**src/design/scbb_pkg.sv**
```systemverilog
`timescale 1ns / 1ps
// ----------------------------------------------------------------------------
// scbb_pkg
// Constants, register codes and types shared by the smoothstep color band
// blend unit and its pipeline parts.
// ----------------------------------------------------------------------------
package scbb_pkg;

    // Band and number format configuration.
    localparam int NUM_BANDS     = 5;
    localparam int FRACTION_BITS = 16;
    localparam int NUM_THR       = NUM_BANDS - 1;
    localparam int BAND_IDX_W    = (NUM_THR > 1) ? $clog2(NUM_THR) : 1;
    localparam int FRAC_ONE_W    = FRACTION_BITS + 1;
    localparam int DIV_STEPS     = FRACTION_BITS + 1;
    localparam int HEIGHT_W      = 18;

    // Register file layout.
    localparam int THR_REG_W     = 64;
    localparam int COLOR_W       = 24;
    localparam int CHAN_W        = 8;
    localparam int COLOR_REGS    = 5;
    localparam int CFG_IDX_W     = 3;
    localparam int CFG_DATA_W    = 64;

    localparam logic [CFG_IDX_W-1:0] CFG_THRESHOLDS  = CFG_IDX_W'(0);
    localparam logic [CFG_IDX_W-1:0] CFG_COLOR_FIRST = CFG_IDX_W'(1);

    localparam logic [THR_REG_W-1:0] THR_RESET = 64'hFFFF_C000_8000_0000;

    // Fixed-point one, as wide as it needs to be.
    localparam logic [FRAC_ONE_W-1:0] FRAC_ONE = FRAC_ONE_W'(1) << FRACTION_BITS;

    typedef logic [COLOR_W-1:0] t_color;
    typedef t_color [COLOR_REGS-1:0] t_color_bank;

    // Colors of the lower and upper band of an item.
    typedef struct packed {
        t_color lo;
        t_color hi;
    } t_color_pair;

    // What the band search hands to the divider.
    typedef struct packed {
        logic [FRACTION_BITS-1:0] num;
        logic [FRACTION_BITS-1:0] span;
        logic                     zero;
        t_color_pair              colors;
    } t_band_item;

    // One blended result.
    typedef struct packed {
        logic [CHAN_W-1:0] red;
        logic [CHAN_W-1:0] green;
        logic [CHAN_W-1:0] blue;
    } t_rgb;

endpackage

```
**src/design/scbb_blend.sv**
```systemverilog
`timescale 1ns / 1ps
// ----------------------------------------------------------------------------
// scbb_blend
// Two stages of per-channel linear blend: weighted products first, then the
// rounded sum.
// ----------------------------------------------------------------------------
module scbb_blend import scbb_pkg::*; (
    input  logic                   i_clk,
    input  logic                   i_rst_n,
    input  logic                   i_en,
    input  logic                   i_valid,
    input  logic [FRAC_ONE_W-1:0]  i_shaped,
    input  t_color_pair            i_colors,
    output logic                   o_valid,
    output t_rgb                   o_rgb
);

    localparam int CHANNELS = 3;
    localparam int PROD_W   = CHAN_W + FRAC_ONE_W;
    localparam int SUM_W    = PROD_W + 1;
    localparam logic [SUM_W-1:0] HALF = SUM_W'(1) << (FRACTION_BITS - 1);

    logic [FRAC_ONE_W-1:0] inv_shaped;
    logic [PROD_W-1:0]     n_pa [CHANNELS];
    logic [PROD_W-1:0]     n_pb [CHANNELS];
    logic [SUM_W-1:0]      total [CHANNELS];
    logic [CHAN_W-1:0]     chan  [CHANNELS];

    logic                  r_vld_a;
    logic [PROD_W-1:0]     r_pa [CHANNELS];
    logic [PROD_W-1:0]     r_pb [CHANNELS];
    logic                  r_vld_b;
    t_rgb                  r_rgb;

    assign inv_shaped = FRAC_ONE - i_shaped;

    // Stage A: weight the two band colors, channel 0 is red in the top byte.
    always_comb begin
        for (int c = 0; c < CHANNELS; c++) begin
            n_pa[c] = i_colors.lo[(CHANNELS-1-c)*CHAN_W +: CHAN_W] * inv_shaped;
            n_pb[c] = i_colors.hi[(CHANNELS-1-c)*CHAN_W +: CHAN_W] * i_shaped;
        end
    end

    // Stage B: add, round half up and drop the fraction.
    always_comb begin
        for (int c = 0; c < CHANNELS; c++) begin
            total[c] = {1'b0, r_pa[c]} + {1'b0, r_pb[c]} + HALF;
            chan[c]  = total[c][FRACTION_BITS +: CHAN_W];
        end
    end

    // Valid bits of both stages.
    always_ff @(posedge i_clk) begin
        if (!i_rst_n) begin
            r_vld_a <= 1'b0;
            r_vld_b <= 1'b0;
        end else if (i_en) begin
            r_vld_a <= i_valid;
            r_vld_b <= r_vld_a;
        end
    end

    // Payload of both stages.
    always_ff @(posedge i_clk) begin
        if (i_en) begin
            r_pa        <= n_pa;
            r_pb        <= n_pb;
            r_rgb.red   <= chan[0];
            r_rgb.green <= chan[1];
            r_rgb.blue  <= chan[2];
        end
    end

    assign o_valid = r_vld_b;
    assign o_rgb   = r_rgb;

endmodule

```
**config.mk**
```make
export PLATFORM = sky130hd
export DESIGN_NAME = scbb_blend
export DESIGN_NICKNAME = d
export VERILOG_FILES = /design/src/design/scbb_pkg.sv /design/src/design/scbb_blend.sv
export SDC_FILE = /design/constraint.sdc
export NUM_CORES = 2
export LEC_CHECK = 0
export ABC_AREA = 1
export BUFFER_PORTS_ARGS = -buffer_cell sky130_fd_sc_hd__clkbuf_2
export CAP_MARGIN = 5
export CORE_AREA = 2 2 231 233
export CTS_CLUSTER_DIAMETER = 30
export CTS_CLUSTER_SIZE = 10
export DETAILED_ROUTE_END_ITERATION = 12
export DIE_AREA = 0 0 233 235
export HOLD_SLACK_MARGIN = 0.1
export PLACE_DENSITY = 0.93
export SLEW_MARGIN = 25
export SYNTH_ARGS = -nofsm -noshare
export SYNTH_HDL_FRONTEND = slang
export SYNTH_SLANG_ARGS = --single-unit
```
**constraint.sdc**
```tcl
create_clock -name i_clk -period 16.3 [get_ports i_clk]
set_input_delay 0.815 -clock i_clk [delete_from_list [all_inputs] [get_ports i_clk]]
set_output_delay 0.815 -clock i_clk [all_outputs]
set_load 0.05 [all_outputs]
```
Word-level counts from Yosys, hierarchy flattened
Index checks and enable logic that the tools add are counted.
- bits in registers: 170
- word-level logic and storage cells: 24
- add/sub/neg operators: 7
- $mul: 6
- operators by type and width (operator ; number):
    multiplier 8 x 17 -> 24 bit ; 6
    adder 24 x 16 -> 24 bit (second input constant) ; 3
    adder 24 bit ; 3
    subtractor 17 bit (first input constant) ; 1

Logic depth before layout (Yosys ltp)
- depth after elaboration: 2
- depth in mapped cells: 31
- gate-level depth less buffers: 27

Worst setup path after synthesis
No wires, ideal clock.
- path kind: input port to flip-flop
- start: input port i_shaped[0]
- end: register r_pa[23] in the netlist's numbering (data pin)
- cell stages on the path: 28
- data required time: 16048 ps
- arrival time: 5608 ps
- path slack: 10440 ps
- path buffers: 4
- library setup time: 252 ps
- path through: buf_6 > clkbuf_1 > buf_1 > inv_1 > ha_1 > nand3_2 > nor2_4 > nand3_1 > o21ai_1 > nand2_1 > clkbuf_1 > nor2_1 > fa_1 > fa_1 > fa_1 > inv_1 > fa_1 > inv_1 > ha_1 > nand2_1 > nor2_1 > inv_1 > nor2_1 > nand3_1 > nand3_1 > inv_1 > nand2_1 > nand2_1
- RTL lines (item ; line ; RTL):
    start, declared ; scbb_blend.sv:12 ; input logic [FRAC_ONE_W-1:0] i_shaped,
    end signal, assigned ; scbb_blend.sv:67 ; r_pa <= n_pa;
    end, declared ; scbb_blend.sv:30 ; logic [PROD_W-1:0] r_pa [CHANNELS];

==> flow_metrics.tcl <==
set metrics [dict create \
    outcome "completed" \
    clockRootBuffer "clkbuf_16" \
    r2r_start "r_pa[28]" \
    worstSetupPathType "primary input to register" \
    required_ps 16540 \
    slew_headroom 0.2852 \
    vdd_drop_max_mv 0.1527 \
    synth_top_family_by_area "adder cells" \
    finalSetupViolCount 0 \
    hold_ws_ps 489.5 \
    vias 31630 \
    grt_overflow 0 \
    finalCritPeriodShare 0.3979 \
    wl_um 97360 \
    synth_area_leader_cell "fa_1" \
    clk_pin_slew_ps 80 \
    clockBufferDepth 2 \
    grt_pass1_wl_um 158000 \
    start_util 0.6958 \
    grt_use_total 0.3658 \
    synthAdderAreaFrac 0.4277 \
    ios 94 \
    die_x_um 233 \
    async_flop_share 0 \
    slew_violations 0 \
    grt_pass1_vias 32270 \
    synthTopCellsByArea "fa_1 (29%), edfxtp_1 (14%), ha_1 (13%), nand2_1 (12%), inv_1 (11%)" \
    insertion_delay_ps 490 \
    synth_top_area_frac 0.2941 \
    ys_seq_area_frac 0.1399 \
    port_buffers 93 \
    fp-row-count 84 \
    regToRegEndpoint "o_rgb[8]" \
    min_period_ps 6485 \
    area_delta_synth_final_pct 3.817 \
    dp_hpwl_um 77450 \
    maxCapViolCount 0 \
    nets 5744 \
    yosysWarnings 0 \
    place_area_mm2 0.03708 \
    synth_flop_cell "edfxtp_1" \
    pre_cts_ws_ps 9563 \
    fillers 4010 \
    finalHoldViolCount 0 \
    tns_ps 0 \
    rrSetupSlack_ps 13810 \
    synth_mux_area_frac 0 \
    yosysMostFrequentCell "nand2_1" \
    cts-resized-gates 0 \
    power_leakage_nw 21.09 \
    cts_buffers 17 \
    syn-num-nets 5773 \
    core_area_mm2 0.05224 \
    postCtsHoldBufs 0 \
    drtAntennaViolNets 0 \
    pwr_density_cell_mw_per_mm2 196.6 \
    drc 0 \
    synthXorXnorAreaFrac 0.02413 \
    routed_via_density 5.795 \
    arrival_ps 6720 \
    multi_input_area_mm2 0.02662 \
    min_path_type "register to register" \
    cts_setup_buffers 0 \
    htreeDepth 4 \
    syn-instance-count 4782 \
    syn_avg_cell_area_um2 7.601 \
    final_area_mm2 0.03773 \
    timing.fmax_mhz 154.2 \
    die_h_um 235 \
    min_from "r_vld_a" \
    wl_per_cell_um 17.84 \
    holdPathStages 2 \
    tightest_slew_ps 1072 \
    antenna_found_initial 9 \
    hold_path_end "o_valid" \
    place.gp.congestion 0.9982 \
    layout_setup_ws_ps 9815 \
    synth_edf_count 168 \
    cp-end-kind "register" \
    synth_common_cells "nand2_1 (1205), inv_1 (1047), fa_1 (534), nor2_1 (487), ha_1 (388)" \
    regArea_mm2 0.005085 \
    clock_sinks 170 \
    use_met3 0.07718 \
    drive_above_1_share 0.03840 \
    reg2reg_depth 9 \
    syn_area_mm2 0.03635 \
    crit_fanout 26 \
    synth_cell_types 42 \
    ys_seq_elements 170 \
    grt_util_met2 0.5998 \
    cts_tree "done" \
    synth_simple_gate_area_share 0.2249 \
    placed_cells 5422 \
    die-area_mm2 0.05476 \
    fin_skew_ps 18.32 \
    rsz0062_at_grt "no" \
    drtPass1Iterations 6 \
    grt-busiest-layer "met2" \
    synth_compound_area_frac 0.05535 \
    critPathLaunchType "primary input" \
    grt_max_degree 100 \
    grt_use_met1 0.4678 \
    drt_first_iter_violations 2825 \
    fin_cells 5458 \
]
cell type report:
cell class                 count  share of cell area
inverter                    1055              0.1050
tap                          688             0.02281
clock buffer                  17             0.01127
clock inverter                15            0.005803
antenna                        4           0.0002653
sequential                   170              0.1348
timing repair buffer         104             0.01469
multi-input combinational   3405              0.7054
registers in the layout (all words and copies together), names as in the netlist:
signal / count
r_pa: 72
r_pb: 72
r_vld_a: 1
o_rgb: 24
o_valid: 1
cell families (layout without fill, tap and decap cells):
kind of cell | Yosys count | in the layout
AOI/OAI and AO/OA | 376 | 376
xor gates and xnor gates | 98 | 98
adders and majority gates | 922 | 922
buffers and inverters | 1207 | 1191
DFF | 170 | 170
other | 0 | 4
and+or+nand+nor | 2009 | 2009
layer usage:
| layer | routed length (um) | part of all wire |
|---|---|---|
| met4 | 4530 | 0.047 |
| met3 | 10080 | 0.10 |
| met2 | 45960 | 0.47 |
| met1 | 36700 | 0.38 |
| met5 | 80 | 0.00082 |
critical path: stages:
cell and delay (ps):
clkbuf_2 80, buf_4 340, inv_1 90, ha_1 240
xnor2_1 590, inv_1 630, nor2_1 320, fa_1 230
inv_1 60, fa_1 480, fa_1 540, inv_1 50
fa_1 500, ha_1 410, inv_1 60, o21ai_0 460
inv_1 150, o21ai_0 350, nand2_1 140, nand3_1 90
nand2_1 80
worst max-delay path by stage:
stage	start	endpoint	slack [ps]	cells after the start
final	i_shaped[1]	r_pa[17]	9810	21
after floorplan	i_shaped[0]	r_pa[23]	10440	28
after global placement	i_shaped[1]	r_pa[19]	9680	21
after CTS	i_shaped[1]	r_pa[17]	10040	21
after detailed placement	i_shaped[1]	r_pa[17]	9560	21
after global routing	i_shaped[5]	r_pa[46]	9630	24
power breakdown:
part           switching, mW  internal [mW]
sequential             0.116          0.918
combinational           3.89           2.04
clock                  0.215          0.239
stage by stage:
stage,power (mW),utilization
2_1_floorplan,5.247,-
3_3_place_gp,6.641,0.7099
3_5_place_dp,6.775,0.7099
4_1_cts,7.300,0.7222
5_1_grt,8.160,0.7223
6_report,7.420,0.7224
cell usage in the layout, fill, tap and decap left out, types with 35 or more instances in the layout:
cell type,count
edfxtp_1,168
xor2_1,61
nand2_1,1205
nand4_1,73
ha_1,388
nor2_1,487
clkbuf_2,92
xnor2_1,35
a21oi_1,212
nand3_1,151
fa_1,534
o21ai_0,118
inv_1,1047
Note: power is estimated with default switching activity, not from simulation.
