[config.mk]
export PLATFORM = sky130hd
export DESIGN_NAME = scbb_divider
export DESIGN_NICKNAME = d
export VERILOG_FILES = /design/src/design/scbb_pkg.sv /design/src/design/scbb_divider.sv
export SDC_FILE = /design/constraint.sdc
export NUM_CORES = 2
export LEC_CHECK = 0
export ABC_AREA = 1
export BUFFER_PORTS_ARGS = -buffer_cell sky130_fd_sc_hd__buf_2
export CORE_MARGIN = 5
export CORE_UTILIZATION = 57
export DETAILED_ROUTE_END_ITERATION = 16
export PLACE_DENSITY_LB_ADDON = 0.12
export SETUP_SLACK_MARGIN = 0.15
export SLEW_MARGIN = 0
export SYNTH_ARGS = -nofsm -noshare
export SYNTH_HDL_FRONTEND = slang
export SYNTH_SLANG_ARGS = --single-unit
[constraint.sdc]
create_clock -name i_clk -period 1.9 [get_ports i_clk]
set_clock_uncertainty 0.1 [all_clocks]
set_input_delay 0.095 -clock i_clk [delete_from_list [all_inputs] [get_ports i_clk]]
set_output_delay 0.095 -clock i_clk [all_outputs]
set_load 0.03 [all_outputs]
[src/design/scbb_pkg.sv]
`timescale 1ns / 1ps
// ----------------------------------------------------------------------------
// scbb_pkg
// Constants, register codes and types shared by the smoothstep color band
// blend unit and its pipeline parts.
// ----------------------------------------------------------------------------
package scbb_pkg;

    // Band and number format configuration.
    localparam int NUM_BANDS     = 5;
    localparam int FRACTION_BITS = 16;
    localparam int NUM_THR       = NUM_BANDS - 1;
    localparam int BAND_IDX_W    = (NUM_THR > 1) ? $clog2(NUM_THR) : 1;
    localparam int FRAC_ONE_W    = FRACTION_BITS + 1;
    localparam int DIV_STEPS     = FRACTION_BITS + 1;
    localparam int HEIGHT_W      = 18;

    // Register file layout.
    localparam int THR_REG_W     = 64;
    localparam int COLOR_W       = 24;
    localparam int CHAN_W        = 8;
    localparam int COLOR_REGS    = 5;
    localparam int CFG_IDX_W     = 3;
    localparam int CFG_DATA_W    = 64;

    localparam logic [CFG_IDX_W-1:0] CFG_THRESHOLDS  = CFG_IDX_W'(0);
    localparam logic [CFG_IDX_W-1:0] CFG_COLOR_FIRST = CFG_IDX_W'(1);

    localparam logic [THR_REG_W-1:0] THR_RESET = 64'hFFFF_C000_8000_0000;

    // Fixed-point one, as wide as it needs to be.
    localparam logic [FRAC_ONE_W-1:0] FRAC_ONE = FRAC_ONE_W'(1) << FRACTION_BITS;

    typedef logic [COLOR_W-1:0] t_color;
    typedef t_color [COLOR_REGS-1:0] t_color_bank;

    // Colors of the lower and upper band of an item.
    typedef struct packed {
        t_color lo;
        t_color hi;
    } t_color_pair;

    // What the band search hands to the divider.
    typedef struct packed {
        logic [FRACTION_BITS-1:0] num;
        logic [FRACTION_BITS-1:0] span;
        logic                     zero;
        t_color_pair              colors;
    } t_band_item;

    // One blended result.
    typedef struct packed {
        logic [CHAN_W-1:0] red;
        logic [CHAN_W-1:0] green;
        logic [CHAN_W-1:0] blue;
    } t_rgb;

endpackage

[src/design/scbb_divider.sv]
`timescale 1ns / 1ps
// ----------------------------------------------------------------------------
// scbb_divider
// Pipelined restoring divider: one quotient bit per stage gives the band
// fraction num * one / span, which never exceeds one.
// ----------------------------------------------------------------------------
module scbb_divider import scbb_pkg::*; (
    input  logic                   i_clk,
    input  logic                   i_rst_n,
    input  logic                   i_en,
    input  logic                   i_valid,
    input  t_band_item             i_item,
    output logic                   o_valid,
    output logic [FRAC_ONE_W-1:0]  o_frac,
    output t_color_pair            o_colors
);

    logic                     r_vld  [DIV_STEPS];
    logic [FRAC_ONE_W-1:0]    r_rem  [DIV_STEPS];
    logic [FRAC_ONE_W-1:0]    r_quo  [DIV_STEPS];
    logic [FRACTION_BITS-1:0] r_span [DIV_STEPS];
    logic                     r_zero [DIV_STEPS];
    t_color_pair              r_col  [DIV_STEPS];

    for (genvar j = 0; j < DIV_STEPS; j++) begin : g_step
        logic                     vld_in;
        logic [FRAC_ONE_W-1:0]    rem_in;
        logic [FRAC_ONE_W-1:0]    quo_in;
        logic [FRACTION_BITS-1:0] span_in;
        logic                     zero_in;
        t_color_pair              col_in;
        logic [FRAC_ONE_W-1:0]    trial;
        logic                     fits;
        logic [FRAC_ONE_W-1:0]    n_rem;
        logic [FRAC_ONE_W-1:0]    n_quo;

        // The first step tests the integer bit, later steps shift first.
        if (j == 0) begin : g_first
            assign vld_in  = i_valid;
            assign rem_in  = {1'b0, i_item.num};
            assign quo_in  = '0;
            assign span_in = i_item.span;
            assign zero_in = i_item.zero;
            assign col_in  = i_item.colors;
            assign trial   = rem_in;
        end else begin : g_next
            assign vld_in  = r_vld[j-1];
            assign rem_in  = r_rem[j-1];
            assign quo_in  = r_quo[j-1];
            assign span_in = r_span[j-1];
            assign zero_in = r_zero[j-1];
            assign col_in  = r_col[j-1];
            assign trial   = {rem_in[FRAC_ONE_W-2:0], 1'b0};
        end

        // Compare and subtract for one quotient bit.
        assign fits  = (trial >= {1'b0, span_in});
        assign n_rem = fits ? (trial - {1'b0, span_in}) : trial;
        assign n_quo = {quo_in[FRAC_ONE_W-2:0], fits};

        // Stage valid bit.
        always_ff @(posedge i_clk) begin
            if (!i_rst_n) begin
                r_vld[j] <= 1'b0;
            end else if (i_en) begin
                r_vld[j] <= vld_in;
            end
        end

        // Stage payload.
        always_ff @(posedge i_clk) begin
            if (i_en) begin
                r_rem[j]  <= n_rem;
                r_quo[j]  <= n_quo;
                r_span[j] <= span_in;
                r_zero[j] <= zero_in;
                r_col[j]  <= col_in;
            end
        end
    end

    // A band without positive span blends with fraction zero.
    assign o_valid  = r_vld[DIV_STEPS-1];
    assign o_frac   = r_zero[DIV_STEPS-1] ? '0 : r_quo[DIV_STEPS-1];
    assign o_colors = r_col[DIV_STEPS-1];

endmodule

After elaboration in Yosys (flattened, before gate mapping)
Memories as Yosys holds them, arrays and structs flattened.
Cells that the tools add are included.
{"block": "word_totals", "mem_count": 6, "regBits": 0, "ram_bits": 1700, "input_bits": 85, "output_inout_bits": 66, "wordCells": 97}
{"name": "r_col", "depth": 17, "width": 48, "rd": 17, "rd_ports_with_merged_regs": 0, "wr": 17, "line": "scbb_divider.sv:23", "text": "t_color_pair r_col [DIV_STEPS];"}
{"name": "r_quo", "depth": 17, "width": 17, "rd": 17, "rd_ports_with_merged_regs": 0, "wr": 17, "line": "scbb_divider.sv:20", "text": "logic [FRAC_ONE_W-1:0] r_quo [DIV_STEPS];"}
{"name": "r_rem", "depth": 17, "width": 17, "rd": 16, "rd_ports_with_merged_regs": 0, "wr": 17, "line": "scbb_divider.sv:19", "text": "logic [FRAC_ONE_W-1:0] r_rem [DIV_STEPS];"}
{"name": "r_span", "depth": 17, "width": 16, "rd": 16, "rd_ports_with_merged_regs": 0, "wr": 17, "line": "scbb_divider.sv:21", "text": "logic [FRACTION_BITS-1:0] r_span [DIV_STEPS];"}
{"name": "r_vld", "depth": 17, "width": 1, "rd": 17, "rd_ports_with_merged_regs": 0, "wr": 17, "line": "scbb_divider.sv:18", "text": "logic r_vld [DIV_STEPS];"}
{"name": "r_zero", "depth": 17, "width": 1, "rd": 17, "rd_ports_with_merged_regs": 0, "wr": 17, "line": "scbb_divider.sv:22", "text": "logic r_zero [DIV_STEPS];"}
{"block": "classes", "add_sub_neg": 17, "bitwise_logic": 17, "n_mux": 40, "magnitude_cmp": 17}
{"operator": "two-way mux 17 bit", "count": 18}
{"operator": ">= comparator 17 x 16 -> 1 bit", "count": 16}
{"operator": "subtractor 17 x 16 -> 17 bit", "count": 16}
{"operator": "two-way mux 1 bit", "count": 22}
{"operator": "bitwise OR 1 bit", "count": 17}
{"operator": "subtractor 16 x 16 -> 17 bit", "count": 1}
{"operator": ">= comparator 16 bit", "count": 1}

Logic depth before layout (Yosys ltp)
{"block": "depth", "word_depth": 4, "ltp_mapped": 15, "ltp_nobuf": 13}

Worst setup path before layout
OpenSTA, ideal clock, no wires.
{"block": "synth_path", "path_kind": "register to register", "from": "memory r_rem[0][27] (netlist name)", "to": "memory r_rem[0][42] (netlist name) (data pin)", "setup_time_ns": 0.252, "arrival_time_ns": 1.604, "path_stages_with_launch": 13, "setup_slack_ns": -0.056, "t_required_ns": 1.548, "cell_sequence": "edfxtp_1 > ha_1 > nand2_1 > inv_1 > nand2_1 > nand2_1 > nand2_1 > nand2_1 > nor2_4 > nand2_4 > buf_6 > nand2_1 > nand2_1"}
{"element": "from (decl)", "line": "scbb_divider.sv:19"}

==> reports/metrics.cfg <==
[yosys]
syn_area_per_cell_um2=11.52
yosys.cell_types.count=38
async_flop_share_pct=0
ys_seq_area_share_pct=67.85
yosysTopAreaCell=edfxtp_1
synth_top_area_share_pct=67.82
synth_edf_count=1514
syn_nets=6190
synth_flop_cell=edfxtp_1
syn_inst=5818
ys_ff_latch=1515
ys_warn_count=0
synth_area_leaders=edfxtp_1, nand2_1, inv_1
syn_area_um2=67040

[sta]
setup_slack_ns=-0.3318
max_freq_mhz=448.1
max-slew-margin-rel_pct=60.80
finalSetupViolCount=255
rsz0062_at_grt=yes
final-hold-violation-count=0
timing.final.crit_share_pct=117.5
tightestPinTransition_ns=0.5880
min_period_ns=2.232
drv_slew=0

[layout]
drive_gt1_share_pct=42.93
final_core_util_pct=82.05
area_growth_pct=42.61
final_common_cell=edfxtp_1
final_area_um2=95610
fillers=6339
multiInputGateArea_um2=25270
fin_nets=8037
seqCellArea_um2=45480
final_cell_mix=edfxtp_1, buf_4, nand2_1

[grt]
grtUsageTotal_pct=26.14
grt_max_degree=89
grt_busiest_layer=met2
grt_antenna_before_repair=6
grt_pass1_vias=47390
grt.met3_usage_pct=3.819
grt_remaining_overflow=0
grtUsageMet2_pct=44.04
grt_pass1_wl_um=256100
use_met1_pct=35.81

[critical_path]
start_kind=register
path_class=reg -> reg
arrival_ns=2.65
crit_path_max_fanout=8
cp.required_ns=2.31
end_kind=register

[pwr]
irDropWorstVdd_uv=1110
p_leak_nw=41.73
total_power_mw=141.9
p_per_area_nw_per_um2=1484

[drt]
wl_per_cell_um=18.41
vias=48200
drtAntennaViolNets=0
firstDrtPassIters=6
via_per_inst=5.174
route.detailed.drc=0
routed_wirelength_um=171500
drt_iter0_markers=3882

[floorplan]
die_w_um=352.9
core_area_um2=116500
die_y_um=352.9
die_area_um2=124600
std_cell_rows=125
floorplan.initialDensity_pct=57.54
ios=151

[placement]
gp_congestion=0.9133
dp.final_hpwl_um=108300
pre_cts_slack_ns=-0.3689
postPlaceCellArea_um2=79920
port-buffer-count=150

[clock_tree]
cts_made_buffers=153
cts.htree.levels=4
clockRootBuffer=clkbuf_16
cts_tree=built
clock_tree.buffer_depth=3
clk_pin_slew_ns=0.06
clk_latency_ns=0.79
numClockSinks=1515

[worst_hold_path]
hold_path_class=in -> reg

[run_status]
violations=setup timing
run_status=finished, violations left

[job]
drv_cap=0

-- final cells by class --
class	count	area share, %
clock inverter	89	1.059
antenna	2	0.005235
inverter	942	3.836
tap	1524	1.994
timing repair inverter	11	0.1322
timing repair buffer	1724	14.78
sequential	1515	47.57
multi-input combinational	3318	26.43
clock buffer	189	4.190
-- kinds of logic after synthesis --
group	count (synthesis)	synth area share (%)
AOI/OAI and AO/OA	174	1.329
and+or+nand+nor	2742	17.91
adders and majority gates	287	5.536
DFF	1515	67.85
buffers and inverters	995	6.008
xor gates and xnor gates	105	1.372
-- cell usage after synthesis (41+ instances only) --
cell / instances
ha_1: 271
inv_1: 928
nor2_2: 47
and2_1: 42
nand3_1: 295
nor2_1: 246
nand2_2: 41
nand4_1: 71
nand2_1: 1810
nand3b_1: 65
a21oi_1: 146
xor2_1: 72
edfxtp_1: 1514
-- state kept, by name (all words and copies together), names as in the netlist --
register  count
r_vld        17
r_col       816
r_rem       256
r_span      256
r_quo       153
r_zero       17
-- worst max-delay path: stages (launching register included) --
cell and delay [ns]:
edfxtp_1 0.43, inv_2 0.07, ha_4 0.32, nand2_4 0.07
inv_4 0.07, nand2_4 0.05, nor4_4 0.41, nand2_8 0.14
buf_12 0.16, nand2_8 0.10, o21ai_2 0.06
-- through the flow --
stage / std cells / hold slack (ns) / TNS, ns
3_3_place_gp: 8493 / 0.1710 / -53.81
2_1_floorplan: 5818 / 0.09387 / -0.04422
5_1_grt: 9312 / 0.05007 / -70.49
4_1_cts: 9132 / 0.002156 / -34.98
6_report: 9314 / 0.06243 / -53.75
3_5_place_dp: 8493 / 0.1731 / -55.71
-- timing repair --
action / 4_1_cts / 5_1_grt
endpoints found under the hold margin: 921 / 0
endpoints found under the setup margin: 272 / 289
hold buffers: 145 / 0
resized for setup: 810 / 789
pin swaps: 284 / 437
cloned: 15 / 14
buffers inserted: 201 / 166
-- routing by layer --
layer  vias to the layer above  part of all wire (%)
li1                      23020                     -
met1                     23270                    42
met2                      1526                    50
met3                       369                   5.2
met4                         2                   3.1
met5                         -                 0.010
-- worst paths after layout --
kind / slack, ns / depth (start not counted) / start / endpoint
max: -0.33 / 10 / r_span[0][185] / r_rem[0][205]
min: 0.06 / 3 / i_item[61] / r_span[0][12]
max reg2reg: -0.33 / 10 / r_span[0][185] / r_rem[0][205]
min reg2reg: 0.30 / 0 / r_col[0][380] / r_col[1][44]
-- report_power, final --
| group | internal (mW) | total (mW) | switching [mW] |
|---|---|---|---|
| Sequential | 43.1 | 47.0 | 3.84 |
| Clock | 17.0 | 29.9 | 12.9 |
| Combinational | 31.1 | 65.0 | 33.9 |
Note: power is estimated with default switching activity, not from simulation.
