<file path="config.mk">
export PLATFORM = sky130hd
export DESIGN_NAME = scbb_shaper
export DESIGN_NICKNAME = d
export VERILOG_FILES = /design/src/design/scbb_pkg.sv /design/src/design/scbb_shaper.sv
export SDC_FILE = /design/constraint.sdc
export NUM_CORES = 1
export LEC_CHECK = 0
export ABC_AREA = 1
export BUFFER_PORTS_ARGS = -buffer_cell sky130_fd_sc_hd__buf_2
export CAP_MARGIN = 20
export CORE_UTILIZATION = 40
export CTS_CLUSTER_DIAMETER = 80
export DETAILED_ROUTE_END_ITERATION = 8
export PLACE_DENSITY = 0.65
export SLEW_MARGIN = 10
export SYNTH_ARGS = -nofsm -noshare
export SYNTH_HDL_FRONTEND = slang
export SYNTH_SLANG_ARGS = --single-unit
</file>
<file path="constraint.sdc">
create_clock -name i_clk -period 7.6 [get_ports i_clk]
set_clock_uncertainty 0.05 [all_clocks]
set_input_delay 0.76 -clock i_clk [delete_from_list [all_inputs] [get_ports i_clk]]
set_output_delay 0.76 -clock i_clk [all_outputs]
set_load 0.02 [all_outputs]
</file>
<file path="src/design/scbb_pkg.sv">
`timescale 1ns / 1ps
// ----------------------------------------------------------------------------
// scbb_pkg
// Constants, register codes and types shared by the smoothstep color band
// blend unit and its pipeline parts.
// ----------------------------------------------------------------------------
package scbb_pkg;

    // Band and number format configuration.
    localparam int NUM_BANDS     = 5;
    localparam int FRACTION_BITS = 16;
    localparam int NUM_THR       = NUM_BANDS - 1;
    localparam int BAND_IDX_W    = (NUM_THR > 1) ? $clog2(NUM_THR) : 1;
    localparam int FRAC_ONE_W    = FRACTION_BITS + 1;
    localparam int DIV_STEPS     = FRACTION_BITS + 1;
    localparam int HEIGHT_W      = 18;

    // Register file layout.
    localparam int THR_REG_W     = 64;
    localparam int COLOR_W       = 24;
    localparam int CHAN_W        = 8;
    localparam int COLOR_REGS    = 5;
    localparam int CFG_IDX_W     = 3;
    localparam int CFG_DATA_W    = 64;

    localparam logic [CFG_IDX_W-1:0] CFG_THRESHOLDS  = CFG_IDX_W'(0);
    localparam logic [CFG_IDX_W-1:0] CFG_COLOR_FIRST = CFG_IDX_W'(1);

    localparam logic [THR_REG_W-1:0] THR_RESET = 64'hFFFF_C000_8000_0000;

    // Fixed-point one, as wide as it needs to be.
    localparam logic [FRAC_ONE_W-1:0] FRAC_ONE = FRAC_ONE_W'(1) << FRACTION_BITS;

    typedef logic [COLOR_W-1:0] t_color;
    typedef t_color [COLOR_REGS-1:0] t_color_bank;

    // Colors of the lower and upper band of an item.
    typedef struct packed {
        t_color lo;
        t_color hi;
    } t_color_pair;

    // What the band search hands to the divider.
    typedef struct packed {
        logic [FRACTION_BITS-1:0] num;
        logic [FRACTION_BITS-1:0] span;
        logic                     zero;
        t_color_pair              colors;
    } t_band_item;

    // One blended result.
    typedef struct packed {
        logic [CHAN_W-1:0] red;
        logic [CHAN_W-1:0] green;
        logic [CHAN_W-1:0] blue;
    } t_rgb;

endpackage

</file>
<file path="src/design/scbb_shaper.sv">
`timescale 1ns / 1ps
// ----------------------------------------------------------------------------
// scbb_shaper
// Two stages of smoothstep: f*f first, then f*f*(3 - 2f), both in
// Q.FRACTION_BITS with truncation.
// ----------------------------------------------------------------------------
module scbb_shaper import scbb_pkg::*; (
    input  logic                   i_clk,
    input  logic                   i_rst_n,
    input  logic                   i_en,
    input  logic                   i_valid,
    input  logic [FRAC_ONE_W-1:0]  i_frac,
    input  t_color_pair            i_colors,
    output logic                   o_valid,
    output logic [FRAC_ONE_W-1:0]  o_shaped,
    output t_color_pair            o_colors
);

    localparam int W_W  = FRACTION_BITS + 2;
    localparam int SQ_W = 2 * FRAC_ONE_W;
    localparam int P_W  = FRAC_ONE_W + W_W;
    localparam int S_W  = P_W - FRACTION_BITS;
    localparam logic [W_W-1:0] THREE_ONE = W_W'(3) << FRACTION_BITS;

    logic [FRAC_ONE_W-1:0] frac_sat;
    logic [SQ_W-1:0]       square;
    logic [W_W-1:0]        weight;
    logic [P_W-1:0]        product;
    logic [S_W-1:0]        shaped_raw;
    logic [FRAC_ONE_W-1:0] n_shaped;

    logic                  r_vld_a;
    logic [FRAC_ONE_W-1:0] r_f;
    logic [FRAC_ONE_W-1:0] r_f2;
    t_color_pair           r_col_a;
    logic                  r_vld_b;
    logic [FRAC_ONE_W-1:0] r_s;
    t_color_pair           r_col_b;

    // Stage A: saturate the fraction and square it.
    assign frac_sat = (i_frac > FRAC_ONE) ? FRAC_ONE : i_frac;
    assign square   = frac_sat * frac_sat;

    // Stage B: multiply by (3 - 2f) and keep the result within one.
    assign weight     = THREE_ONE - {r_f, 1'b0};
    assign product    = r_f2 * weight;
    assign shaped_raw = product[P_W-1:FRACTION_BITS];
    assign n_shaped   = (shaped_raw > S_W'(FRAC_ONE)) ? FRAC_ONE
                                                      : shaped_raw[FRAC_ONE_W-1:0];

    // Valid bits of both stages.
    always_ff @(posedge i_clk) begin
        if (!i_rst_n) begin
            r_vld_a <= 1'b0;
            r_vld_b <= 1'b0;
        end else if (i_en) begin
            r_vld_a <= i_valid;
            r_vld_b <= r_vld_a;
        end
    end

    // Payload of both stages.
    always_ff @(posedge i_clk) begin
        if (i_en) begin
            r_f     <= frac_sat;
            r_f2    <= square[FRACTION_BITS +: FRAC_ONE_W];
            r_col_a <= i_colors;
            r_s     <= n_shaped;
            r_col_b <= r_col_a;
        end
    end

    assign o_valid  = r_vld_b;
    assign o_shaped = r_s;
    assign o_colors = r_col_b;

endmodule

</file>
* Word-level counts from Yosys, hierarchy flattened
Index checks and enable logic that the tools add are counted.
** Storage, ports and cells
- Register bits after elaboration :: 149
- Bits of input ports :: 69
** Operators by class
- Add/subtract/negate cells :: 1
- $mul :: 2
- Magnitude comparators :: 2
- Mux-type cells :: 1
** Operators by type and width (number)
- $mul A17 B18 Y35 :: 1
- $mul A17 B17 Y33 :: 1
- $gt A19 B17 Y1 const B :: 1
- $sub A18 B18 Y18 const A :: 1
- $gt A17 B17 Y1 const B :: 1
- $mux W17 :: 1

* Depth between registers and ports, before layout
Gate-level depths: netlist of run 1.
- Depth after elaboration :: 3
- Mapped depth :: 42
- Gate-level depth less buffers :: 39

* Least setup slack after synthesis of run 1
Ideal clock, no wire load.
- Path kind :: register to register
- Start point :: reg r_f[0]
- End point :: reg r_s[10] (netlist: o_shaped[10]), data pin
- Library setup time :: 0.256 ns
- Data arrival time :: 6.664 ns
- Slack :: 0.630 ns
- Cell stages (with the launch flop) :: 39
- Path buffers :: 2
- Period minus slack after synthesis :: 6.970 ns
- Path through :: edfxtp_1 -> buf_2 -> inv_1 -> ha_1 -> nand2_1 -> nor2_1 -> inv_1 -> nor2_1 -> nand3_1 -> nor3_1 -> nand3_1 -> o21ai_0 -> or2_2 -> nand2_1 -> inv_1 -> nand2_1 -> fa_1 -> fa_1 -> [3 not listed] -> fa_1 -> inv_1 -> fa_1 -> inv_1 -> ha_1 -> nand2_2 -> inv_1 -> nand2_1 -> nand2_1 -> a21oi_1 -> nor2_1 -> nor2_1 -> nand2_1 -> xnor2_1 -> nor2_2 -> nand2_2 -> buf_4 -> a21oi_2
** On the way
- Word-level cells in the longest chain between the ends :: 3
** RTL lines
- start: declaration :: RTL line scbb_shaper.sv:33 : logic [FRAC_ONE_W-1:0] r_f;
- start signal: assignment :: RTL line scbb_shaper.sv:65 : r_f <= frac_sat;
- $sub A18 B18 Y18 * :: RTL line scbb_shaper.sv:45 : assign weight = THREE_ONE - {r_f, 1'b0};
- $mul A17 B18 Y35 * :: RTL line scbb_shaper.sv:46 : assign product = r_f2 * weight;
- $gt A19 B17 Y1 :: RTL line scbb_shaper.sv:48 : assign n_shaped = (shaped_raw > S_W'(FRAC_ONE)) ? FRAC_ONE
- end signal: assignment :: RTL line scbb_shaper.sv:68 : r_s <= n_shaped;
- end: declaration :: RTL line scbb_shaper.sv:37 : logic [FRAC_ONE_W-1:0] r_s;
Mark *: on every way between the ends. The rest lies on a longest branch, timed or not.
A chain may end at the register's enable or synchronous reset.

* Worst setup path in the final report of run 1
- Start point :: reg r_f[0]
- End point :: reg r_s[14] (netlist: o_shaped[14]), data pin
Same word-level chain as after synthesis.

==> flow_summary.json, run 1 <==
{
  "io_pins": 135,
  "max-cap-violations": 0,
  "die_w_um": 242,
  "cp.required_ns": 7.76,
  "worst_pin_slew_ns": 0.835,
  "clock_latency_ns": 0.47,
  "dr_total_vias": 17561,
  "drt_wl_total_um": 58000,
  "design.core.area_mm2": 0.0567,
  "startpoint_type": "register",
  "slowest_delay_ns": 0.54,
  "dp_hpwl_um": 48700,
  "outcome": "finished, final reports clean",
  "rows": 87,
  "portBuffers": 134,
  "slew_headroom_pct": 44.3,
  "ys_types": 48,
  "synth_top_area_share_pct": 35.7,
  "drc": 0,
  "synth_top_cell_by_area": "fa_1",
  "clk_root_buffer_cell": "clkbuf_16",
  "setup_viol": 0,
  "num_antenna_cells": 0,
  "hold_viol": 0,
  "cts_tree": "done",
  "syn_avg_cell_area_um2": 8.66,
  "grt_max_degree": 70,
  "routedWlPerCell_um": 15.8,
  "synthFlopType": "edfxtp_1",
  "ys_warn_count": 0,
  "final_antenna_net_count": 0,
  "slowest_stage": "fa_1",
  "routabilityCongestion": 0.912,
  "grt_usage_pct": 20.7,
  "cts_buffers": 17,
  "drive_gt1_share_pct": 11.8,
  "areaGrowthSynthToFinish_pct": 13.2,
  "hp-class": "register to register",
  "worst-path-max-fanout": 8,
  "htreeDepth": 4,
  "grt_pass1_vias": 18773,
  "post-route-period-util_pct": 95.8,
  "nets": 3591,
  "via_per_inst": 4.78,
  "fmax_ghz": 0.137,
  "cp.arrival_ns": 7.44,
  "start_util_pct": 40.8,
  "fp.dieArea_mm2": 0.0588,
  "cts.sinks": 149,
  "cp.buffers_inverters": 9,
  "die_h_um": 242,
  "syn-cell-area_mm2": 0.0231,
  "postCtsHoldBufs": 0,
  "critPathTopFamily": "adder cells",
  "dr.pass1.iters": 7,
  "cts_buffer_depth": 2,
  "finalCriticalPeriod_ns": 7.28,
  "ys_seq_area_share_pct": 19.3,
  "cpMostUsedCell": "nand2_1",
  "ys_seq_elements": 149,
  "dp_cells": 3627,
  "grt_antenna_before_repair": 1,
  "syn_inst": 2670,
  "path_class": "register to register",
  "grt-ovfl-total": 0,
  "drt_iter0_markers": 1184,
  "end_kind": "register",
  "clk_pin_slew_ns": 0.07,
  "synth_edf_count": 147,
  "synth_area_leaders": "fa_1 36%, edfxtp_1 19%, inv_1 12%",
  "final_max_slew_viol_count": 0,
  "grt_pass1_wl_um": 95500,
  "stdcell_count": 3672,
  "async_flop_share_pct": 0
}
==> layer usage <==
metal,vias to the layer above,part of all wire (%),GRT usage [%]
li1,8323,-,-
met1,8651,43,26.8
met2,502,49,35.8
met3,85,5.7,3.08
met4,0,2.5,5.96
met5,-,0,0
==> area by class of cell <==
| class | count | area, um2 |
|---|---|---|
| fill | 5602 | 30500 |
| multi-input combinational | 1746 | 16000 |
| sequential | 149 | 4450 |
| inverter | 758 | 2860 |
| timing repair buffer | 231 | 1420 |
| tap | 756 | 946 |
| clock buffer | 21 | 450 |
| clock inverter | 11 | 104 |
==> sequential cells by signal, summed over array words and instances (netlist names) <==
register / count
r_f2: 17
r_vld_a: 1
r_f: 17
r_col_a: 48
o_colors: 48
o_valid: 1
o_shaped: 17
==> cells in the final DEF, fill, tap and decap left out, types with 3 or more instances in the layout <==
master        n
ha_4          5
clkbuf_1      3
buf_4        95
nand4_1      13
clkinv_1     15
clkinv_4      3
nor2_1      315
clkinvlp_4    4
a21o_1        4
clkbuf_16    17
o21ai_0      29
nor2_2       14
xnor2_1       9
inv_1       730
edfxtp_1    147
nand3_1      55
fa_1        413
nor3_1       15
inv_2        10
nand2_1     486
o21ai_2       3
inv_6         3
a31oi_1      10
a21oi_1      60
nor2_4        5
o21bai_1      7
clkinv_2      3
nand3b_1      3
ha_2          5
xor2_1       16
buf_2       133
ha_1        196
a21oi_2      17
o21a_1        4
conb_1       24
nand2_2       6
or2_2         4
==> final timing paths <==
kind	slack [ns]	cells after the start	end	from
setup reg to reg	0.32	35	o_shaped[14]	r_f[0]
hold reg to reg	0.37	0	o_colors[36]	r_col_a[36]
setup / recovery	0.32	35	o_shaped[14]	r_f[0]
hold / removal	0.37	0	o_colors[36]	r_col_a[36]
==> metrics by stage <==
stage / util [%] / cell area [um2] / setup slack [ns] / hold WS, ns / TNS [ns]
6_report: 46.2 / 26200 / 0.318 / 0.365 / 0
5_1_grt: 46.2 / 26200 / -0.0332 / 0.368 / -0.203
4_1_cts: 45.6 / 25900 / 0.112 / 0.365 / 0
3_5_place_dp: 44.6 / 25300 / 0.0142 / 0.355 / 0
3_3_place_gp: 44.6 / 25300 / 0.114 / 0.350 / 0
2_1_floorplan: - / 23200 / 0.630 / 0.350 / 0
==> cell usage after synthesis, types with 4 or more instances <==
master and number:
clkinv_1 16, ha_1 206, nor2_1 326, nor2_2 7, nand2_1 490, fa_1 413
inv_1 732, xnor2_1 9, a21oi_2 12, clkbuf_1 32, or2_2 4, o21ai_0 31
nand3_1 55, o21bai_1 8, inv_2 10, a21o_1 4, o21a_1 4, a21oi_1 65
nor3_1 16, nand4_1 13, buf_2 5, xor2_1 18, edfxtp_1 147, a31oi_1 10
==> cells by family (layout without fill, tap and decap cells) <==
group                    count (synthesis)  after routing  synth area share [%]
AND/OR/NAND/NOR                        931            932                  16.1
XOR/XNOR                                27             27                  1.02
AO/OA/AOI/OAI                          144            144                  3.65
adder cells (fa/ha/maj)                619            619                  46.9
other                                    2             24                0.0325
buffers and inverters                  798           1021                  13.0
flip-flops                             149            149                  19.3
==> worst register-to-register path: cells and delay by family, from the launching register on <==
kind / cells / cell delay [ns]
XOR/XNOR: 1 / 0.13
AO/OA/AOI/OAI: 2 / 0.17
flip-flops: 1 / 0.42
adder cells (fa/ha/maj): 7 / 3.35
AND/OR/NAND/NOR: 16 / 1.88
buffers and inverters: 9 / 1.05
==> repair_timing <==
item / in CTS / in global routing
setup endpoints to repair: 0 / 17
resized for setup: 0 / 57
setup buffers: 0 / 12
Power of run 1 is not shown: default switching activity piles up to over one toggle a cycle in this logic, so the estimate is an artifact.
==> run 2, diff against run 1 <==
REMOVE_ABC_BUFFERS = 1   (was unset)
==> run 2 against run 1 <==
Effect of this change:
- routed wire length decreased by 1.5%
- via count decreased by 1.4%
- worst hold slack about the same
- setup slack improved by 0.038 ns
- die area unchanged
- final cell count decreased by 0.41%
- first-iteration DRC count decreased by 6.5%
==> flow_summary.json, run 2 (synthesis gave the netlist of run 1 again) <==
{
  "die_h_um": 242,
  "worst_pin_slew_ns": 0.828,
  "fillers": 5557,
  "cts_tree": "done",
  "cts_buffers": 17,
  "startpoint_type": "register",
  "die_w_um": 242,
  "slowest_stage": "fa_2",
  "pre_cts_ws_ns": 0.0447,
  "start_util_pct": 40.8,
  "end_kind": "register",
  "drt_iter0_markers": 1107,
  "nets": 3576,
  "setup_viol": 0,
  "fmax_ghz": 0.138,
  "clk_pin_slew_ns": 0.07,
  "cp.arrival_ns": 7.51,
  "outcome": "finished, final reports clean",
  "worst-path-max-fanout": 9,
  "areaGrowthSynthToFinish_pct": 12.9,
  "via_per_inst": 4.74,
  "cpMostUsedCell": "nand2_1",
  "cts_buffer_depth": 2,
  "grt-ovfl-total": 0,
  "max-cap-violations": 0,
  "slowest_delay_ns": 0.59,
  "dr_total_vias": 17316,
  "rrSetupSlack_ns": 0.36,
  "io_pins": 135,
  "slew_headroom_pct": 44.8,
  "dr.pass1.iters": 5,
  "clk_root_buffer_cell": "clkbuf_16",
  "clock_latency_ns": 0.46,
  "rows": 87,
  "layout_commonest_cell": "inv_1",
  "grt_max_degree": 83,
  "final_antenna_net_count": 0,
  "drc": 0,
  "routedWlPerCell_um": 15.6,
  "hold_viol": 0,
  "portBuffers": 134,
  "design.core.area_mm2": 0.0567,
  "routabilityCongestion": 0.940,
  "htreeDepth": 4,
  "final_cell_mix": "730 x inv_1, 487 x nand2_1, 412 x fa_1",
  "final_max_slew_viol_count": 0,
  "finalCriticalPeriod_ns": 7.24,
  "grt_antenna_before_repair": 0,
  "path_class": "register to register",
  "fin_tns_setup_ns": 0,
  "grt_usage_pct": 20.5,
  "grt_pass1_vias": 18503,
  "drive_gt1_share_pct": 11.5,
  "timing.final.ws_setup_ns": 0.356,
  "grt_pass1_wl_um": 94300,
  "dp_hpwl_um": 48400,
  "hp-class": "register to register",
  "fp.dieArea_mm2": 0.0588,
  "cts.sinks": 149,
  "num_antenna_cells": 0,
  "cp.required_ns": 7.86,
  "post-route-period-util_pct": 95.3,
  "drt_wl_total_um": 57200
}
## run 2: cell types whose count changed in the layout (fill, tap and decap cells not counted), moves of 2 or more
cell      delta
buf_4       -14
inv_8        +5
a21oi_1      -4
a21oi_2      +4
clkinv_8     +4
ha_4         -4
clkbuf_1     -3
clkinv_2     -3
ha_1         +3
clkinv_4     -2
nand2_2      -2
nand3_4      +2
nor3_1       -2
nor3_2       +2
## run 2: metrics by stage
stage	utilization (%)	hold slack [ns]	area [um2]	instances
after floorplan	-	0.350	23000	2652
after global placement	44.4	0.350	25200	3613
after detailed placement	44.4	0.355	25200	3613
after CTS	45.5	0.370	25800	3645
after global routing	46.0	0.377	26100	3657
final	46.0	0.366	26100	3657
## run 2: critical path, delay by kind of cell, from the launching register on
family	cells	cell delay [ns]
buffers and inverters	6	0.58
AOI/OAI and AO/OA	2	0.40
adders and majority gates	7	3.44
and+or+nand+nor	18	2.19
DFF	1	0.42
## run 2: cell type report
type,count,area (um2),share of cell area [%]
multi-input combinational,1746,15900,61.1
sequential,149,4450,17.1
inverter,758,2860,11.0
timing repair buffer,216,1300,4.96
tap,756,946,3.62
clock buffer,17,425,1.63
clock inverter,15,186,0.714
## run 2: final timing paths
kind              startpoint      endpoint  cells after the start
setup / recovery      r_f[0]  o_shaped[13]                     33
hold / removal    r_col_a[6]   o_colors[6]                      0
setup reg to reg      r_f[0]  o_shaped[13]                     33
hold reg to reg   r_col_a[6]   o_colors[6]                      0
## run 2: layer usage
layer,GRT usage [%],vias up,share of wire [%]
li1,-,8309,-
met1,26.9,8476,44
met2,34.9,448,48
met3,3.76,83,5.6
met4,4.90,0,2.0
met5,0,-,0
## run 2: what timing repair did
item,in CTS,in global routing
hold buffers,0,0
resized for setup,0,60
endpoints found under the setup margin,0,17
setup buffers,0,11
Power of run 2 is left out for the same reason.
